<file path="src/rtl/tsuc_pkg.sv">
// shared widths, constants and the popcount helper function for the tournament score and upset count unit
// no dependencies
package tsuc_pkg;

  localparam int unsigned CountW    = 5;
  localparam int unsigned EdgeHalfW = 60;
  localparam int unsigned InDataW   = 2 * EdgeHalfW;
  localparam int unsigned WinW      = 4;
  localparam int unsigned WinsW     = 64;
  localparam int unsigned UpsetW    = 7;
  localparam int unsigned OutDataW  = 72;
  localparam int unsigned GroupW    = 16;
  localparam int unsigned GroupCntW = 5;
  localparam int unsigned MaxUpsets = 120;

  localparam logic [CountW-1:0] CountReset = 5'd16;

  // population count of 16 bits as an adder tree
  function automatic logic [GroupCntW-1:0] popcnt16(input logic [GroupW-1:0] v);
    logic [7:0][1:0] s1;
    logic [3:0][2:0] s2;
    logic [1:0][3:0] s3;
    for (int i = 0; i < 8; i++) begin
      s1[i] = 2'(v[2*i]) + 2'(v[2*i+1]);
    end
    for (int i = 0; i < 4; i++) begin
      s2[i] = 3'(s1[2*i]) + 3'(s1[2*i+1]);
    end
    for (int i = 0; i < 2; i++) begin
      s3[i] = 4'(s2[2*i]) + 4'(s2[2*i+1]);
    end
    return 5'(s3[0]) + 5'(s3[1]);
  endfunction

endpackage

</file>
<file path="src/rtl/tournament_score_and_upset_count_unit.sv">
// top level of the tournament score and upset count unit: five-stage pipeline
// depends on tsuc_pkg
//
// usage:
// - s_axis carries one tournament per item: tdata holds the lower-triangle game
//   bitmap, bit a*(a-1)/2+b set when player a beat player b (a > b)
// - m_axis returns one result per item: per-player win counts and upset count
// - cfg writes the player count (1..16); write it only while the unit is idle
// - throughput is one item per cycle while m_axis_tready is high, each
//   stage being a registered step: input, win counts, upset compare, group
//   popcounts, final sum
// - each stage loads when empty or when the stage after it moves on, so
//   bubbles close up and items are taken while a result waits on m_axis
// - when m_axis_tready is low the output register holds and the stages fill
//   behind it; s_axis_tready drops once all five are full
// - reset empties the pipeline and sets the player count to 16; a count above
//   MAX_PLAYERS acts as MAX_PLAYERS
module tournament_score_and_upset_count_unit #(
  parameter int unsigned MAX_PLAYERS = 16
) (
  input  logic                           clk_i,
  input  logic                           rst_ni,
  input  logic                           cfg_valid_i,
  output logic                           cfg_ready_o,
  input  logic [tsuc_pkg::CountW-1:0]    cfg_data_i,     // player_count
  input  logic                           s_axis_tvalid,
  output logic                           s_axis_tready,
  input  logic [tsuc_pkg::InDataW-1:0]   s_axis_tdata,   // edges_low[59:0], edges_high[119:60]
  output logic                           m_axis_tvalid,
  input  logic                           m_axis_tready,
  output logic [tsuc_pkg::OutDataW-1:0]  m_axis_tdata    // wins_packed[63:0], upset_count[70:64], 0
);

  localparam int unsigned NumPairs  = MAX_PLAYERS * (MAX_PLAYERS - 1) / 2;
  localparam int unsigned NumGroups = (NumPairs + tsuc_pkg::GroupW - 1) / tsuc_pkg::GroupW;
  localparam int unsigned PadW      = NumGroups * tsuc_pkg::GroupW;
  localparam logic [tsuc_pkg::CountW-1:0] MaxCount = tsuc_pkg::CountW'(MAX_PLAYERS);

  typedef logic [MAX_PLAYERS-1:0][tsuc_pkg::WinW-1:0] wins_t;

  logic [tsuc_pkg::CountW-1:0] count_q;
  logic [tsuc_pkg::CountW-1:0] count_eff;
  logic [MAX_PLAYERS-1:0]      active;

  logic v1_q, v2_q, v3_q, v4_q, v5_q;
  logic rdy2, rdy3, rdy4, rdy5;

  logic [NumPairs-1:0] edges1_q, edges2_q;
  wins_t               wins_d, wins2_q, wins3_q, wins4_q;
  logic [NumPairs-1:0] ups_d, ups3_q;
  logic [PadW-1:0]     ups_pad;
  logic [NumGroups-1:0][tsuc_pkg::GroupCntW-1:0] grp_d, grp4_q;
  logic [tsuc_pkg::UpsetW-1:0] upset_d, upset5_q;
  logic [tsuc_pkg::WinsW-1:0]  wins_pk_d, wins5_q;

  logic [MAX_PLAYERS-1:0][MAX_PLAYERS-1:0] beat;

  // configuration
  assign cfg_ready_o = 1'b1;

  always_ff @(posedge clk_i or negedge rst_ni) begin
    if (!rst_ni) begin
      count_q <= tsuc_pkg::CountReset;
    end else if (cfg_valid_i) begin
      count_q <= cfg_data_i;
    end
  end

  assign count_eff = (count_q > MaxCount) ? MaxCount : count_q;

  for (genvar p = 0; p < MAX_PLAYERS; p++) begin : g_act
    assign active[p] = tsuc_pkg::CountW'(p) < count_eff;
  end

  // flow control
  assign rdy5          = !v5_q || m_axis_tready;
  assign rdy4          = !v4_q || rdy5;
  assign rdy3          = !v3_q || rdy4;
  assign rdy2          = !v2_q || rdy3;
  assign s_axis_tready = !v1_q || rdy2;

  always_ff @(posedge clk_i or negedge rst_ni) begin
    if (!rst_ni) begin
      v1_q <= 1'b0;
      v2_q <= 1'b0;
      v3_q <= 1'b0;
      v4_q <= 1'b0;
      v5_q <= 1'b0;
    end else begin
      if (s_axis_tready) v1_q <= s_axis_tvalid;
      if (rdy2)          v2_q <= v1_q;
      if (rdy3)          v3_q <= v2_q;
      if (rdy4)          v4_q <= v3_q;
      if (rdy5)          v5_q <= v4_q;
    end
  end

  // win matrix and per-player win counts
  for (genvar a = 0; a < MAX_PLAYERS; a++) begin : g_row
    assign beat[a][a] = 1'b0;
    for (genvar b = 0; b < a; b++) begin : g_col
      localparam int unsigned Idx = a * (a - 1) / 2 + b;
      assign beat[a][b] = active[a] & edges1_q[Idx];
      assign beat[b][a] = active[a] & ~edges1_q[Idx];
    end
  end

  for (genvar p = 0; p < MAX_PLAYERS; p++) begin : g_wins
    logic [tsuc_pkg::GroupCntW-1:0] cnt;
    assign cnt       = tsuc_pkg::popcnt16(tsuc_pkg::GroupW'(beat[p]));
    assign wins_d[p] = cnt[tsuc_pkg::WinW-1:0];
  end

  // upset per game
  for (genvar a = 1; a < MAX_PLAYERS; a++) begin : g_ua
    for (genvar b = 0; b < a; b++) begin : g_ub
      localparam int unsigned Idx = a * (a - 1) / 2 + b;
      assign ups_d[Idx] = active[a] & (edges2_q[Idx] ? (wins2_q[a] < wins2_q[b])
                                                     : (wins2_q[a] > wins2_q[b]));
    end
  end

  // group popcounts
  assign ups_pad = PadW'(ups3_q);

  for (genvar g = 0; g < NumGroups; g++) begin : g_grp
    assign grp_d[g] = tsuc_pkg::popcnt16(ups_pad[g*tsuc_pkg::GroupW +: tsuc_pkg::GroupW]);
  end

  // final sum and packing
  always_comb begin
    upset_d   = '0;
    wins_pk_d = '0;
    for (int g = 0; g < NumGroups; g++) begin
      upset_d = upset_d + tsuc_pkg::UpsetW'(grp4_q[g]);
    end
    for (int p = 0; p < MAX_PLAYERS; p++) begin
      wins_pk_d[p*tsuc_pkg::WinW +: tsuc_pkg::WinW] = wins4_q[p];
    end
  end

  // pipeline payload
  always_ff @(posedge clk_i) begin
    if (s_axis_tready) edges1_q <= s_axis_tdata[NumPairs-1:0];
    if (rdy2) begin
      edges2_q <= edges1_q;
      wins2_q  <= wins_d;
    end
    if (rdy3) begin
      ups3_q  <= ups_d;
      wins3_q <= wins2_q;
    end
    if (rdy4) begin
      grp4_q  <= grp_d;
      wins4_q <= wins3_q;
    end
    if (rdy5) begin
      upset5_q <= upset_d;
      wins5_q  <= wins_pk_d;
    end
  end

  assign m_axis_tvalid = v5_q;
  assign m_axis_tdata  = {1'b0, upset5_q, wins5_q};

endmodule

</file>
<file path="config.mk">
export PLATFORM = sky130hd
export DESIGN_NAME = tournament_score_and_upset_count_unit
export DESIGN_NICKNAME = d
export VERILOG_FILES = /design/src/rtl/tsuc_pkg.sv /design/src/rtl/tournament_score_and_upset_count_unit.sv
export SDC_FILE = /design/constraint.sdc
export NUM_CORES = 2
export LEC_CHECK = 0
export BUFFER_PORTS_ARGS = -buffer_cell sky130_fd_sc_hd__buf_2
export CAP_MARGIN = 10
export CORE_MARGIN = 5
export CORE_UTILIZATION = 37
export CTS_CLUSTER_DIAMETER = 120
export DETAILED_ROUTE_END_ITERATION = 8
export GPL_TIMING_DRIVEN = 1
export PLACE_DENSITY = 0.51
export SLEW_MARGIN = 15
export SYNTH_ARGS = -nofsm -noshare
export SYNTH_HDL_FRONTEND = slang
export SYNTH_SLANG_ARGS = --single-unit
</file>
<file path="constraint.sdc">
create_clock -name clk_i -period 10.8 [get_ports clk_i]
set_input_delay 2.16 -clock clk_i [delete_from_list [all_inputs] [get_ports clk_i]]
set_output_delay 2.16 -clock clk_i [all_outputs]
set_load 0.02 [all_outputs]
</file>
# Word level (Yosys, flattened, before mapping)
# Index checks and enable logic that the tools add are counted.
# word_totals
elab_cells	1277
regBits	672
# op_classes
reduce_logical	10
n_addsub	343
n_lt_le_gt_ge	256
mux	121
bitwise_logic	480
# ops
op	count
$gt 4x4->1	120
$lt 4x4->1	120
$and 1x1->1	360
$add 1x1->2	172
$add 2x2->3	78
$add 3x3->4	47
$mux 1	120
$not 1->1	120
$add 4x4->4	16
$lt 4x5->1 const A	8
$add 4x4->5	7
$add 7x5->7	4
$add 1x2->3	8
$add 2x1->3	8
$lt 3x5->1 const A	4
$lt 2x5->1 const A	2
$add 6x5->7	1
$add 7x4->7	1
$add 5x5->6	1
$gt 5x5->1 const B	1
$logic_not 1->1	5
$logic_or 1x1->1	5
$lt 1x5->1 const A	1
$mux 5	1

# Logic depth before layout (Yosys ltp)
# logic_depth
ltp_word	8
mapped_depth	17
ltp_nobuf	15

# Worst setup path after synthesis
# Ideal clock, no wire load.
# synth_timing
path_type	input -> register
start	in m_axis_tready
end	reg edges2_q[0], enable pin
setup_ns	1.951
slack_ns	0.597
stages	3
t_arrival_ns	8.252
path_cell_list	nand2b_1 -> nor2_1 -> nand3_1
# synth_via
elab_chain_len	4
# synth_rtl
element	line_no	rtl
start, declared	tournament_score_and_upset_count_unit.sv:30	input logic m_axis_tready,
$logic_or 1x1->1	tournament_score_and_upset_count_unit.sv:76	assign rdy5 = !v5_q || m_axis_tready;
$logic_or 1x1->1	tournament_score_and_upset_count_unit.sv:77	assign rdy4 = !v4_q || rdy5;
$logic_or 1x1->1	tournament_score_and_upset_count_unit.sv:78	assign rdy3 = !v3_q || rdy4;
$logic_or 1x1->1	tournament_score_and_upset_count_unit.sv:79	assign rdy2 = !v2_q || rdy3;
named net rdy2	tournament_score_and_upset_count_unit.sv:46	logic rdy2, rdy3, rdy4, rdy5;
end signal, assigned	tournament_score_and_upset_count_unit.sv:146	edges2_q <= edges1_q;
end, declared	tournament_score_and_upset_count_unit.sv:48	logic [NumPairs-1:0] edges1_q, edges2_q;
# The timed path passes the listed nets, and every way through them passes these cells.
# A chain may end at the register's enable or synchronous reset.

# Final worst setup path
# layout_timing
start	in m_axis_tready
end	out s_axis_tready
# layout_via
elab_chain_len	5
# layout_rtl
element	line_no	rtl
$logic_or 1x1->1	tournament_score_and_upset_count_unit.sv:76	
named net rdy5	tournament_score_and_upset_count_unit.sv:46	
$logic_or 1x1->1	tournament_score_and_upset_count_unit.sv:77	
$logic_or 1x1->1	tournament_score_and_upset_count_unit.sv:78	
$logic_or 1x1->1	tournament_score_and_upset_count_unit.sv:79	
$logic_or 1x1->1	tournament_score_and_upset_count_unit.sv:80	assign s_axis_tready = !v1_q || rdy2;
end, declared	tournament_score_and_upset_count_unit.sv:27	output logic s_axis_tready,
# The timed path passes the listed nets, and every way through them passes these cells.

==> out/qor.txt <==
Post-CTS resize count: 0
H-tree Lvls: 3
Final hold vios: 0
Slew @ Worst Pin: 1.29 ns
Yosys reg bits: 672
Die Width: 347 um
Post-synth EDFFs: 662
Routed Antenna Nets: 0
Top cells by area, synth: edfxtp_1, ha_1, fa_1
Clock slew at reported path FFs: 0.06 ns
Slew headroom: 13.8%
CP Class: input port to output pin
Crit path arrival time: 4.68 ns
Clk root buf: clkbuf_16
Worst path most repeated cell: buf_2
Die area: 0.121 sq mm
Post-synth cell types: 53
Status: finished clean
Core Area: 0.113 sq mm
Initial core utilization: 37.3%
Post-route clock period utilization: 63.3%
Post-CTS Setup Bufs: 0
Area grow syn2layout: 13.4%
Pre-Repair DR Iteration Count: 5
Synth Warn #: 0
Avg Vias per Cell: 5.25
Vias in the first global route: 26660
Share of layout cells above drive strength 1: 10.9%
Max clock buf depth: 3
TritonCTS clock tree: built
Post-synthesis sequential area ratio: 47.8%
Cells after synthesis: 3159
Top delay family on crit path: simple AND/OR/NAND/NOR gates
Most frequent cells in the layout: edfxtp_1, ha_1, inv_1, fa_1, buf_2
# clock sinks: 672
Initial antenna violation count: 14
GRT Util Overall: 21.3%
CTS buffer count: 80
Largest net degree at the start of global routing: 144
Crit path cell chain: buf_2, nand2b_4, nor2_1, nand4_1, buf_2
Grt total ovfl: 0
RD Place Congestion: 0.860
Worst path slowest cell: nand4_1
Synth Net Count: 4109
WHS: 0.412 ns
WL per Instance: 25.8 um
Synth async-reset ratio: 1.49%
Area leader, netlist: edfxtp_1
Worst path bufs/invs: 2
# DRC: 0
# setup viols final: 0
DRT Wirelength: 129000 um
FP Rows: 123
Number of port buffers: 202
Dpl ws: 3.94 ns
Final nets: 4386
Mean Syn Cell Area: 13.3 sq um
Placed wire-length estimate: 94300 um
Max Freq: 146 MHz
Critical Path Start Type: input port
Worst skew pair latency: 0.66 ns
RSZ-0062 raised after global routing: no
Post-layout minimum cycle time: 6.84 ns
DIE HEIGHT: 347 um
Via count: 26247
Final worst-path setup slack: 3.96 ns
Max Slew Vio Count: 0
Most common cell after layout, fill and taps aside: edfxtp_1
# Max-Cap Violations: 0
Post-synth top flop: edfxtp_1
DR iter-0 viols: 1787
Worst stage delay on the critical path: 0.94 ns
CP required: 8.64 ns
First-pass GRT wire length: 187000 um
Max Clock Skew: 0.0316 ns
Setup tns final: 0 ns
Top-area cell type share of the netlist area: 47.2%
# IOs: 205
Synthesized cell area: 0.0421 sq mm
Hold/Removal Path Class: flop to flop
Hold buffer count at CTS: 0
Crit-path max FO: 33
CP endpoint kind: output pin
## registers in the layout, indices dropped and copies added, names as in the netlist
signal         flops
edges1_q         120
edges2_q         120
ups3_q           120
wins2_q           64
wins3_q           64
wins4_q           64
wins5_q           64
grp4_q            39
upset5_q           7
count_q            5
m_axis_tvalid      1
v1_q               1
v2_q               1
v3_q               1
v4_q               1
## layout make-up
cell class / count / area (sq um)
multi-input cells: 2035 / 20200
fillers: 10500 / 64900
clock buffers: 98 / 2190
clock inverters: 48 / 508
flip-flops and latches: 672 / 20100
inverters: 409 / 1540
repair buffers: 238 / 1290
well taps: 1500 / 1880
diodes: 1 / 2.50
## cells in the mapped netlist (all sizes together) (3+ instances only)
cell type	n
edfxtp	662
ha	558
inv	409
fa	262
a21oi	202
nor2b	133
a21o	104
nor2	103
o211ai	99
a41o	92
nand2	79
nand3	68
and2	56
a41oi	48
buf	42
nand2b	32
xnor2	32
o21a	24
a211oi	22
and4b	20
and3	17
mux2i	14
o21ai	13
dfrtp	9
o22ai	9
o31ai	9
nand4b	6
or2	6
mux2	5
a211o	4
nor3	3
xor2	3
## stage by stage
| stage | area, sq um | utilization, % | cells |
|---|---|---|---|
| 2_1_floorplan | 42100 | - | 3159 |
| 6_report | 47700 | 42.3 | 5001 |
| 5_1_grt | 47700 | 42.3 | 5000 |
| 3_5_place_dp | 45000 | 40.0 | 4854 |
| 4_1_cts | 47700 | 42.3 | 5000 |
| 3_3_place_gp | 45000 | 40.0 | 4854 |
## final timing paths
check	start	to	slack (ns)	cells past startpoint
max in group asynchronous	rst_ni	count_q[4]	9.11	1
worst max register to register	count_q[4]	wins2_q[42]	5.21	14
worst min-delay path	wins3_q[0]	wins4_q[0]	0.41	0
min in group asynchronous	rst_ni	v1_q	1.39	1
worst min register to register	wins3_q[0]	wins4_q[0]	0.41	0
worst max-delay path	m_axis_tready	s_axis_tready	3.96	5
## metal layers
layer,vias to the layer above,share of wire [%],GRT usage (%)
li1,12210,-,-
met1,13137,46,30.1
met2,719,46,33.9
met3,181,5.8,3.78
met4,0,2.9,6.49
met5,-,0,0
## cells by family after synthesis
kind of cell	after synthesis	share of synthesized area [%]
adder cells (fa/ha/maj)	820	29.1
buffers and inverters	452	4.31
other	2	0.0178
AND/OR/NAND/NOR	527	6.79
multiplexers	19	0.467
flip-flops	672	47.8
AO/OA/AOI/OAI	632	10.8
XOR/XNOR	35	0.729
Power is not shown: default switching activity piles up to over one toggle a cycle in this logic, so the estimate is an artifact.
